### src/hdl/bsq_pkg.sv
// ----------------------------------------------------------------------------
// bsq_pkg
// Types and codes shared by the bounded sorted priority queue.
// ----------------------------------------------------------------------------
package bsq_pkg;

	localparam int CNT_W = 5;

	localparam logic [1:0] CMD_INSERT = 2'd0;
	localparam logic [1:0] CMD_REMOVE = 2'd1;
	localparam logic [1:0] CMD_LOOKUP = 2'd2;

	localparam logic [1:0] ST_OK    = 2'd0;
	localparam logic [1:0] ST_FULL  = 2'd1;
	localparam logic [1:0] ST_EMPTY = 2'd2;

	localparam logic [CNT_W-1:0] CAP_RESET = 5'd16;

	typedef struct packed {
		logic [1:0]  cmd;
		logic [30:0] pid;
		logic [31:0] key;
		logic [31:0] ip_address;
		logic [15:0] port_number;
		logic [7:0]  addr_length;
	} req_word_t;

	typedef struct packed {
		logic [1:0]       status;
		logic             found;
		logic [30:0]      out_pid;
		logic [31:0]      out_key;
		logic [31:0]      out_address;
		logic [15:0]      out_port;
		logic [7:0]       out_length;
		logic [CNT_W-1:0] occupancy;
	} rsp_word_t;

	typedef struct packed {
		logic [30:0] pid;
		logic [31:0] key;
		logic [31:0] addr;
		logic [15:0] port;
		logic [7:0]  len;
	} entry_t;

	// shared per-cycle command to every cell
	typedef struct packed {
		logic        ins;
		logic        rem;
		logic        look;
		entry_t      fresh;
	} cell_ctl_t;

	// per-cell flags
	typedef struct packed {
		logic shift;
		logic hit;
	} cell_sts_t;

endpackage

### src/hdl/bounded_sorted_priority_queue_unit.sv
// ----------------------------------------------------------------------------
// bounded_sorted_priority_queue_unit
// Sorted shift-register priority queue: insert, pop front, pid lookup.
// The result word is registered when the request is taken.
// Throughput: one word per cycle while the receiver does not stall; all cells compare and shift in parallel.
// Reset: count cleared, capacity set to 16, slot contents undefined.
// ----------------------------------------------------------------------------
module bounded_sorted_priority_queue_unit #(
	parameter int MAX_ENTRIES = 16
) (
	input  logic                   clk,
	input  logic                   arst_n,
	input  logic                   cfg_valid,
	output logic                   cfg_ready,
	input  logic [4:0]             cfg_data,
	input  logic                   req_valid,
	output logic                   req_stall,
	input  bsq_pkg::req_word_t     req_word,
	output logic                   rsp_valid,
	input  logic                   rsp_stall,
	output bsq_pkg::rsp_word_t     rsp_word
);
	import bsq_pkg::*;

	localparam int LIM = (MAX_ENTRIES < 31) ? MAX_ENTRIES : 31;

	logic [CNT_W-1:0] cap_q;
	logic [CNT_W-1:0] count_q;
	logic [CNT_W-1:0] cap_eff;
	logic [CNT_W-1:0] count_next;
	logic             accept;
	logic             full;
	logic             empty;
	logic             ins_ok;
	logic             rem_ok;
	cell_ctl_t        ctl;
	rsp_word_t        rsp_d;

	entry_t    entries [MAX_ENTRIES];
	cell_sts_t sts     [MAX_ENTRIES];
	logic [MAX_ENTRIES-1:0] hits;

	assign cfg_ready = 1'b1;
	assign req_stall = rsp_valid && rsp_stall;
	assign accept    = req_valid && !req_stall;

	assign cap_eff = (cap_q > CNT_W'(LIM)) ? CNT_W'(LIM) : cap_q;
	assign full    = count_q >= cap_eff;
	assign empty   = count_q == '0;
	assign ins_ok  = accept && (req_word.cmd == CMD_INSERT) && !full;
	assign rem_ok  = accept && (req_word.cmd == CMD_REMOVE) && !empty;

	assign ctl.ins         = ins_ok;
	assign ctl.rem         = rem_ok;
	assign ctl.look        = req_word.cmd == CMD_LOOKUP;
	assign ctl.fresh.pid   = req_word.pid;
	assign ctl.fresh.key   = req_word.key;
	assign ctl.fresh.addr  = req_word.ip_address;
	assign ctl.fresh.port  = req_word.port_number;
	assign ctl.fresh.len   = req_word.addr_length;

	for (genvar i = 0; i < MAX_ENTRIES; i++) begin : g_cell
		logic occ;
		logic shl;
		if (i < 32) begin : g_occ
			assign occ = count_q > CNT_W'(i);
		end else begin : g_none
			assign occ = 1'b0;
		end
		if (i == 0) begin : g_head
			assign shl = 1'b0;
		end else begin : g_body
			assign shl = sts[i-1].shift;
		end
		assign hits[i] = sts[i].hit;

		bsq_cell u_cell (
			.clk          (clk),
			.is_head      (i == 0),
			.occupied     (occ),
			.shift_left_nb(shl),
			.ctl          (ctl),
			.left_entry   (entries[(i == 0) ? 0 : i-1]),
			.right_entry  (entries[(i == MAX_ENTRIES-1) ? i : i+1]),
			.entry        (entries[i]),
			.sts          (sts[i])
		);
	end

	always_comb begin
		count_next = count_q;
		if (ins_ok) begin
			count_next = count_q + 1'b1;
		end else if (rem_ok) begin
			count_next = count_q - 1'b1;
		end
	end

	always_comb begin
		rsp_d           = '0;
		rsp_d.occupancy = count_next;
		unique case (req_word.cmd)
			CMD_INSERT: begin
				rsp_d.status = full ? ST_FULL : ST_OK;
			end
			CMD_REMOVE: begin
				if (empty) begin
					rsp_d.status = ST_EMPTY;
				end else begin
					rsp_d.out_pid     = entries[0].pid;
					rsp_d.out_key     = entries[0].key;
					rsp_d.out_address = entries[0].addr;
					rsp_d.out_port    = entries[0].port;
					rsp_d.out_length  = entries[0].len;
				end
			end
			CMD_LOOKUP: begin
				rsp_d.found = |hits;
			end
			default: begin
			end
		endcase
	end

	always_ff @(posedge clk or negedge arst_n) begin
		if (!arst_n) begin
			cap_q     <= CAP_RESET;
			count_q   <= '0;
			rsp_valid <= 1'b0;
		end else begin
			if (cfg_valid && cfg_ready) begin
				cap_q <= cfg_data;
			end
			count_q <= count_next;
			if (accept) begin
				rsp_valid <= 1'b1;
			end else if (!rsp_stall) begin
				rsp_valid <= 1'b0;
			end
		end
	end

	always_ff @(posedge clk) begin
		if (accept) begin
			rsp_word <= rsp_d;
		end
	end

	a_count_bound: assert property (@(posedge clk) disable iff (!arst_n)
		rsp_valid |-> rsp_word.occupancy <= CNT_W'(LIM))
		else $error("occupancy above limit");

	a_ins_count: assert property (@(posedge clk) disable iff (!arst_n)
		ins_ok |=> count_q == $past(count_q) + 1'b1)
		else $error("insert did not grow count");

	a_empty_zero: assert property (@(posedge clk) disable iff (!arst_n)
		rsp_valid && rsp_word.status == ST_EMPTY |-> rsp_word.occupancy == '0)
		else $error("empty status with entries held");

	a_pop_front: assert property (@(posedge clk) disable iff (!arst_n)
		rem_ok |=> rsp_word.out_key == $past(entries[0].key))
		else $error("pop did not return front key");

endmodule

### src/hdl/bsq_cell.sv
// ----------------------------------------------------------------------------
// bsq_cell
// One queue slot: holds an entry, decides whether it yields to a new entry,
// shifts right on insert, left on remove, and matches a lookup pid.
// ----------------------------------------------------------------------------
module bsq_cell (
	input  logic               clk,
	input  logic               is_head,
	input  logic               occupied,
	input  logic               shift_left_nb,
	input  bsq_pkg::cell_ctl_t ctl,
	input  bsq_pkg::entry_t    left_entry,
	input  bsq_pkg::entry_t    right_entry,
	output bsq_pkg::entry_t    entry,
	output bsq_pkg::cell_sts_t sts
);
	import bsq_pkg::*;

	entry_t entry_q;
	logic   new_less;
	logic   own_less;
	logic   yields;

	assign new_less = $signed(ctl.fresh.key) < $signed(entry_q.key);
	assign own_less = $signed(entry_q.key) < $signed(ctl.fresh.key);
	// head yields only to a strictly smaller key, the rest to a key not above
	assign yields = is_head ? new_less : !own_less;

	assign sts.shift = !occupied || yields;
	assign sts.hit   = ctl.look && occupied && (entry_q.pid == ctl.fresh.pid);
	assign entry     = entry_q;

	always_ff @(posedge clk) begin
		if (ctl.ins && sts.shift) begin
			entry_q <= shift_left_nb ? left_entry : ctl.fresh;
		end else if (ctl.rem) begin
			entry_q <= right_entry;
		end
	end

endmodule

### config.mk
export PLATFORM = sky130hd
export DESIGN_NAME = bounded_sorted_priority_queue_unit
export DESIGN_NICKNAME = d
export VERILOG_FILES = /design/src/hdl/bsq_pkg.sv /design/src/hdl/bounded_sorted_priority_queue_unit.sv /design/src/hdl/bsq_cell.sv
export SDC_FILE = /design/constraint.sdc
export NUM_CORES = 2
export LEC_CHECK = 0
export BUFFER_PORTS_ARGS = -buffer_cell sky130_fd_sc_hd__buf_2
export CAP_MARGIN = 10
export CORE_UTILIZATION = 60
export DETAILED_ROUTE_END_ITERATION = 6
export PLACE_DENSITY = 0.75
export RECOVER_POWER = 50
export SYNTH_ARGS = -nofsm -noshare
export SYNTH_HDL_FRONTEND = slang
export SYNTH_HIERARCHICAL = 1
export SYNTH_SLANG_ARGS = --single-unit
### constraint.sdc
create_clock -name clk -period 24.3 [get_ports clk]
set_clock_uncertainty 0.2 [all_clocks]
set_input_delay 1.215 -clock clk [delete_from_list [all_inputs] [get_ports clk]]
set_output_delay 1.215 -clock clk [all_outputs]
set_load 0.01 [all_outputs]
# Yosys cells after proc, flatten, opt, wreduce, memory -nomap -nowiden
# Index checks and enable logic that the tools add are counted.
[word_totals] reg_bits=2042 inputBits=131 output_inout_bits=130 wordCells=323
[classes] n_addsub=2 order_cmp=34 n_eq_ne=19 mux=53 bitwise=1 n_reduce_logical=123
[ops] op="$mux 119" n=45
[ops] op="$lt 32x32->1" n=16
[ops] op="$eq 31x31->1" n=16
[ops] op="$logic_and 1x1->1" n=54
[ops] op="$gt 5x4->1 const B" n=8
[ops] op="$logic_not 1->1" n=34
[ops] op="$reduce_bool 2->1" n=15
[ops] op="$gt 5x3->1 const B" n=4
[ops] op="$logic_or 1x1->1" n=16
[ops] op="$reduce_or 16->1" n=1
[ops] op="$mux 5" n=3
[ops] op="$gt 5x1->1 const B" n=2
[ops] op="$gt 5x2->1 const B" n=2
[ops] op="$add 5x1->5 const B" n=1
[ops] op="$ge 5x5->1" n=1
[ops] op="$gt 5x5->1 const B" n=1
[ops] op="$logic_not 5->1" n=1
[ops] op="$sub 5x1->5 const B" n=1
[ops] op="$pmux 2 s2" n=1
[ops] op="$mux 1" n=3
[ops] op="$eq 2x1->1 const B" n=1
[ops] op="$eq 2x2->1 const B" n=1
[ops] op="$logic_not 2->1" n=1
[ops] op="$mux 2" n=1
[ops] op="other kinds (3)" n=3

# Longest topological paths before layout
[depth] depth_word=7 depth_mapped=15 ltp_nobuf=12

# Modules after synthesis
# The synthesis kept the hierarchy.
[modules_own_cells] module="bsq_cell (g_cell[2].u_cell ...)" n_inst=8 cells_per_inst=586 area_per_inst_um2=7956.4 seq_area_each_um2=3573.4
[modules_own_cells] module="bsq_cell (g_cell[0].u_cell ...)" n_inst=7 cells_per_inst=586 area_per_inst_um2=7953.9 seq_area_each_um2=3573.4
[modules_own_cells] module="bsq_cell (g_cell[1].u_cell)" n_inst=1 cells_per_inst=586 area_per_inst_um2=7922.6 seq_area_each_um2=3573.4
[modules_own_cells] module="bounded_sorted_priority_queue_unit" n_inst=1 cells_per_inst=383 area_per_inst_um2=5674.2 seq_area_each_um2=4090.2

# Worst setup path after synthesis
# No wires, ideal clock.
[synth_path] kind="input-to-reg" start="input port req_valid" end="register g_cell[0].u_cell.entry_q, in the netlist g_cell[0].u_cell/entry[0] (enable)" setup_ns=0.486 t_arrival_ns=10.186 t_required_ns=23.614 slack_ns=13.428 cell_stages=10 n_path_buf=2 cell_sequence="a21boi_2 -> nand2_1 -> nor2_1 -> nand2_1 -> a41oi_1 -> nand3_1 -> o311ai_1 -> buf_4 -> buf_6 -> or2_1"
[synth_lines] element="from (decl)" line_no="bounded_sorted_priority_queue_unit.sv:16" source="input logic req_valid,"
[synth_lines] element="to (signal assigned)" line_no="bsq_cell.sv:35" source="entry_q <= shift_left_nb ? left_entry : ctl.fresh;"
[synth_lines] element="to (signal assigned)" line_no="bsq_cell.sv:37" source="entry_q <= right_entry;"
[synth_lines] element="to (decl)" line_no="bsq_cell.sv:19" source="entry_t entry_q;"

==> PnR_summary.wiki <==
{| class="wikitable"
! Metric !! Value
|-
| Total standard cell area after synthesis || roughly 130,000 um^2
|-
| Share of layout cells above drive strength 1 || 0.321
|-
| Number of CTS-inserted buffers || 219
|-
| Static leakage || around 0.053 uW
|-
| First-pass GRT wire length || 504,000 um
|-
| Height of the die || between 400 and 500 um
|-
| Post-synthesis average cell area || 13.6 um^2
|-
| Largest net degree at the start of global routing || roughly 150
|-
| Global-route total usage across every layer || 0.289
|-
| Number of warning messages in the yosys log || 6
|-
| Post-CTS setup buffer count || 0
|-
| Top Family by Delay on Critical Path || buffers and inverters
|-
| Path type of the worst min-delay path || register to register
|-
| Type of the setup path with the least slack || primary input to register
|-
| Startpoint Class || primary input
|-
| Count of nets after finishing || ~11,000
|-
| Psw || 4010 uW
|-
| Slew at the pin closest to its max-slew limit || between 7 and 8 ns
|-
| Die W || ~470 um
|-
| Commonest non-fill, non-tap cells in the layout || sky130_fd_sc_hd__edfxtp_1 (2,031), sky130_fd_sc_hd__mux2_2 (1,733), sky130_fd_sc_hd__mux2_4 (905)
|-
| Clk pwr share || 0.272
|-
| Net switching fraction of the power || 0.322
|-
| Number of buffer cells added on primary ports || 259
|-
| Clock network latency to the later pin of the worst-skew pair || a little over 0.9 ns
|-
| Final number of setup-violating endpoints || 0
|-
| Violated checks || capacitance limit, slew limit
|-
| Comb pwr share || 0.340
|-
| Initial antenna violation count || 21
|-
| Maximum fanout along the worst path || 83
|-
| Internal power || around 8400 uW
|-
| Area of the placeable core || 220,000 um^2
|-
| Data required, critical path || 24.82 ns
|-
| Share of total power in sequential cells || 0.388
|-
| Number of hold violations in the final report || 0
|-
| Post-detailed-route count of antenna-violating nets || 0
|-
| Fin crit share || 0.561
|-
| Most used cell, CP || sky130_fd_sc_hd__clkbuf_1
|-
| Total congestion overflow after global routing || 0
|-
| Num Clock Sinks || slightly above 2,000
|-
| Reg area || 61,300 um^2
|-
| Area after DPL || 136,000 um^2
|-
| Clock-pin transition on the worst setup and hold timing paths || roughly 0.060 ns
|-
| Initial standard-cell utilization of the core || 0.604
|-
| Top achievable clock speed || between 0.07 and 0.08 GHz
|-
| Starting DRT DRC Count || a little under 8,000
|-
| TritonCTS clock tree || done
|-
| Number of iterations in the first detailed-routing pass || 6
|-
| Ratio of routed vias to standard cells || about 6.3
|-
| Worst EP arrival || ~14 ns
|-
| Htree depth || 4
|-
| Count of maximum capacitance violations || 47
|-
| Combined area of the multi-input logic cells || 64,000 um^2
|-
| Most common cell after layout, fill and taps aside || sky130_fd_sc_hd__edfxtp_1
|-
| Worst slew margin relative to its limit || -4.15
|-
| Sum of buffers and inverters on the critical path || 5
|-
| Count of mapped cells out of synthesis || 9,753
|-
| Tmin final || about 14 ns
|-
| Slowest cell on the critical path || sky130_fd_sc_hd__clkbuf_1
|-
| RSZ-0062 raised after global routing || false
|-
| CP cell instances || clkbuf_1 -> a21boi_4 -> clkbuf_1 -> nand2_1 -> nor2_1 -> clkbuf_1 -> nand2_1 -> a41oi_1 -> nand3_1 -> o311ai_0 -> clkbuf_1 -> clkbuf_1 -> mux2_2
|-
| Final Max Slew Viols || roughly 2,200
|-
| Cell Pwr Density || 88.5 nW/um^2
|-
| WL per Instance || 25.4 um
|-
| Crit path largest cell delay || 5.44 ns
|-
| Peak ir drop on the vdd network || roughly 0.066 mV
|-
| Wire length after detailed routing || approximately 330,000 um
|-
| Run status || complete, but fails checks
|-
| Area added between synthesis and finish || 5.67%
|-
| Capturing element type of the critical path || register
|-
| Count of filler cells inserted in the layout || roughly 17,000
|-
| Final instance area || around 140,000 um^2
|-
| Remaining design rule violation count || 0
|-
| Area enclosed by the die boundary || about 220,000 um^2
|-
| Fin Setup TNS || 0 ns
|-
| Detailed-route via count || 81,503
|-
| Number of global-route vias before repair || about 83,000
|-
| Root cell of the clock tree || sky130_fd_sc_hd__clkbuf_16
|-
| Placed wire-length estimate after detailed placement || roughly 230,000 um
|-
| Clk buf depth || 3
|-
| Routability Congestion || 0.899
|-
| Standard-cell row count || around 170
|-
| Number of top-level pins || 261
|}
==> worst reg2reg max path, stage by stage (launching register included) <==
cell and delay, ns:
sky130_fd_sc_hd__dfrtp_1 0.41, sky130_fd_sc_hd__a21boi_4 0.13, sky130_fd_sc_hd__clkbuf_1 1.30, sky130_fd_sc_hd__nand2_1 0.43, sky130_fd_sc_hd__nor2_1 0.96, sky130_fd_sc_hd__clkbuf_1 1.10
sky130_fd_sc_hd__nand2_1 0.14, sky130_fd_sc_hd__a41oi_1 0.26, sky130_fd_sc_hd__nand3_1 0.12, sky130_fd_sc_hd__o311ai_0 0.13, sky130_fd_sc_hd__clkbuf_1 1.60, sky130_fd_sc_hd__clkbuf_1 5.45
sky130_fd_sc_hd__mux2_2 1.19
==> sequential cells by signal, indices dropped and copies added (netlist names) <==
signal,count
g_cell.u_cell/entry,1904
count_q,5
rsp_word,127
cap_q,5
rsp_valid,1
==> metal layers <==
metal	GRT usage	wire length, um
met1	0.430	153000
met2	0.444	145000
met3	0.0407	25900
met4	0.0747	7410
met5	0	34
==> final timing paths <==
kind | cells after the start | to | startpoint | slack (ns)
worst max-delay path | 13 | g_cell[12].u_cell/entry[16] | rsp_stall | 10.68
worst min-delay path | 1 | cap_q[0] | cap_q[0] | 0.32
worst max register to register | 12 | g_cell[12].u_cell/entry[16] | rsp_valid | 10.75
worst min register to register | 1 | cap_q[0] | cap_q[0] | 0.32
max in group asynchronous | 2 | rsp_valid | arst_n | 22.79
min in group asynchronous | 2 | count_q[3] | arst_n | 0.69
==> stage by stage <==
stage               power, uW  instances  hold slack [ns]   util  setup WS [ns]
floorplan                8130       9769            0.273      -          13.43
CTS                     12600      13020            0.309  0.652          18.00
global placement         9060      12610            0.286  0.620          17.34
detailed placement       9210      12610            0.304  0.620          17.14
global route            12900      13026            0.339  0.638          10.17
finish                  12400      13031            0.317  0.638          10.68
==> power by group through the flow <==
stage,sequential [uW],combinational [uW],clock [uW]
2_1_floorplan,4790,3340,0
3_3_place_gp,4860,4200,0
3_5_place_dp,4880,4330,0
4_1_cts,4810,4350,3440
5_1_grt,4870,4490,3560
6_report,4830,4220,3380
==> cell type report <==
class | count | area share
diodes | 11 | 0.000196
clock buffers | 277 | 0.0406
clock inverters | 132 | 0.0107
inverters | 567 | 0.0152
multi-input cells | 6650 | 0.456
flip-flops and latches | 2042 | 0.436
well taps | 2958 | 0.0264
repair buffers | 394 | 0.0148
==> what timing repair did <==
action | CTS | global route
resized for setup | 0 | 0
endpoints found under the hold margin | 10 | 0
hold buffers | 1 | 0
(Power assumes the default switching activity.)
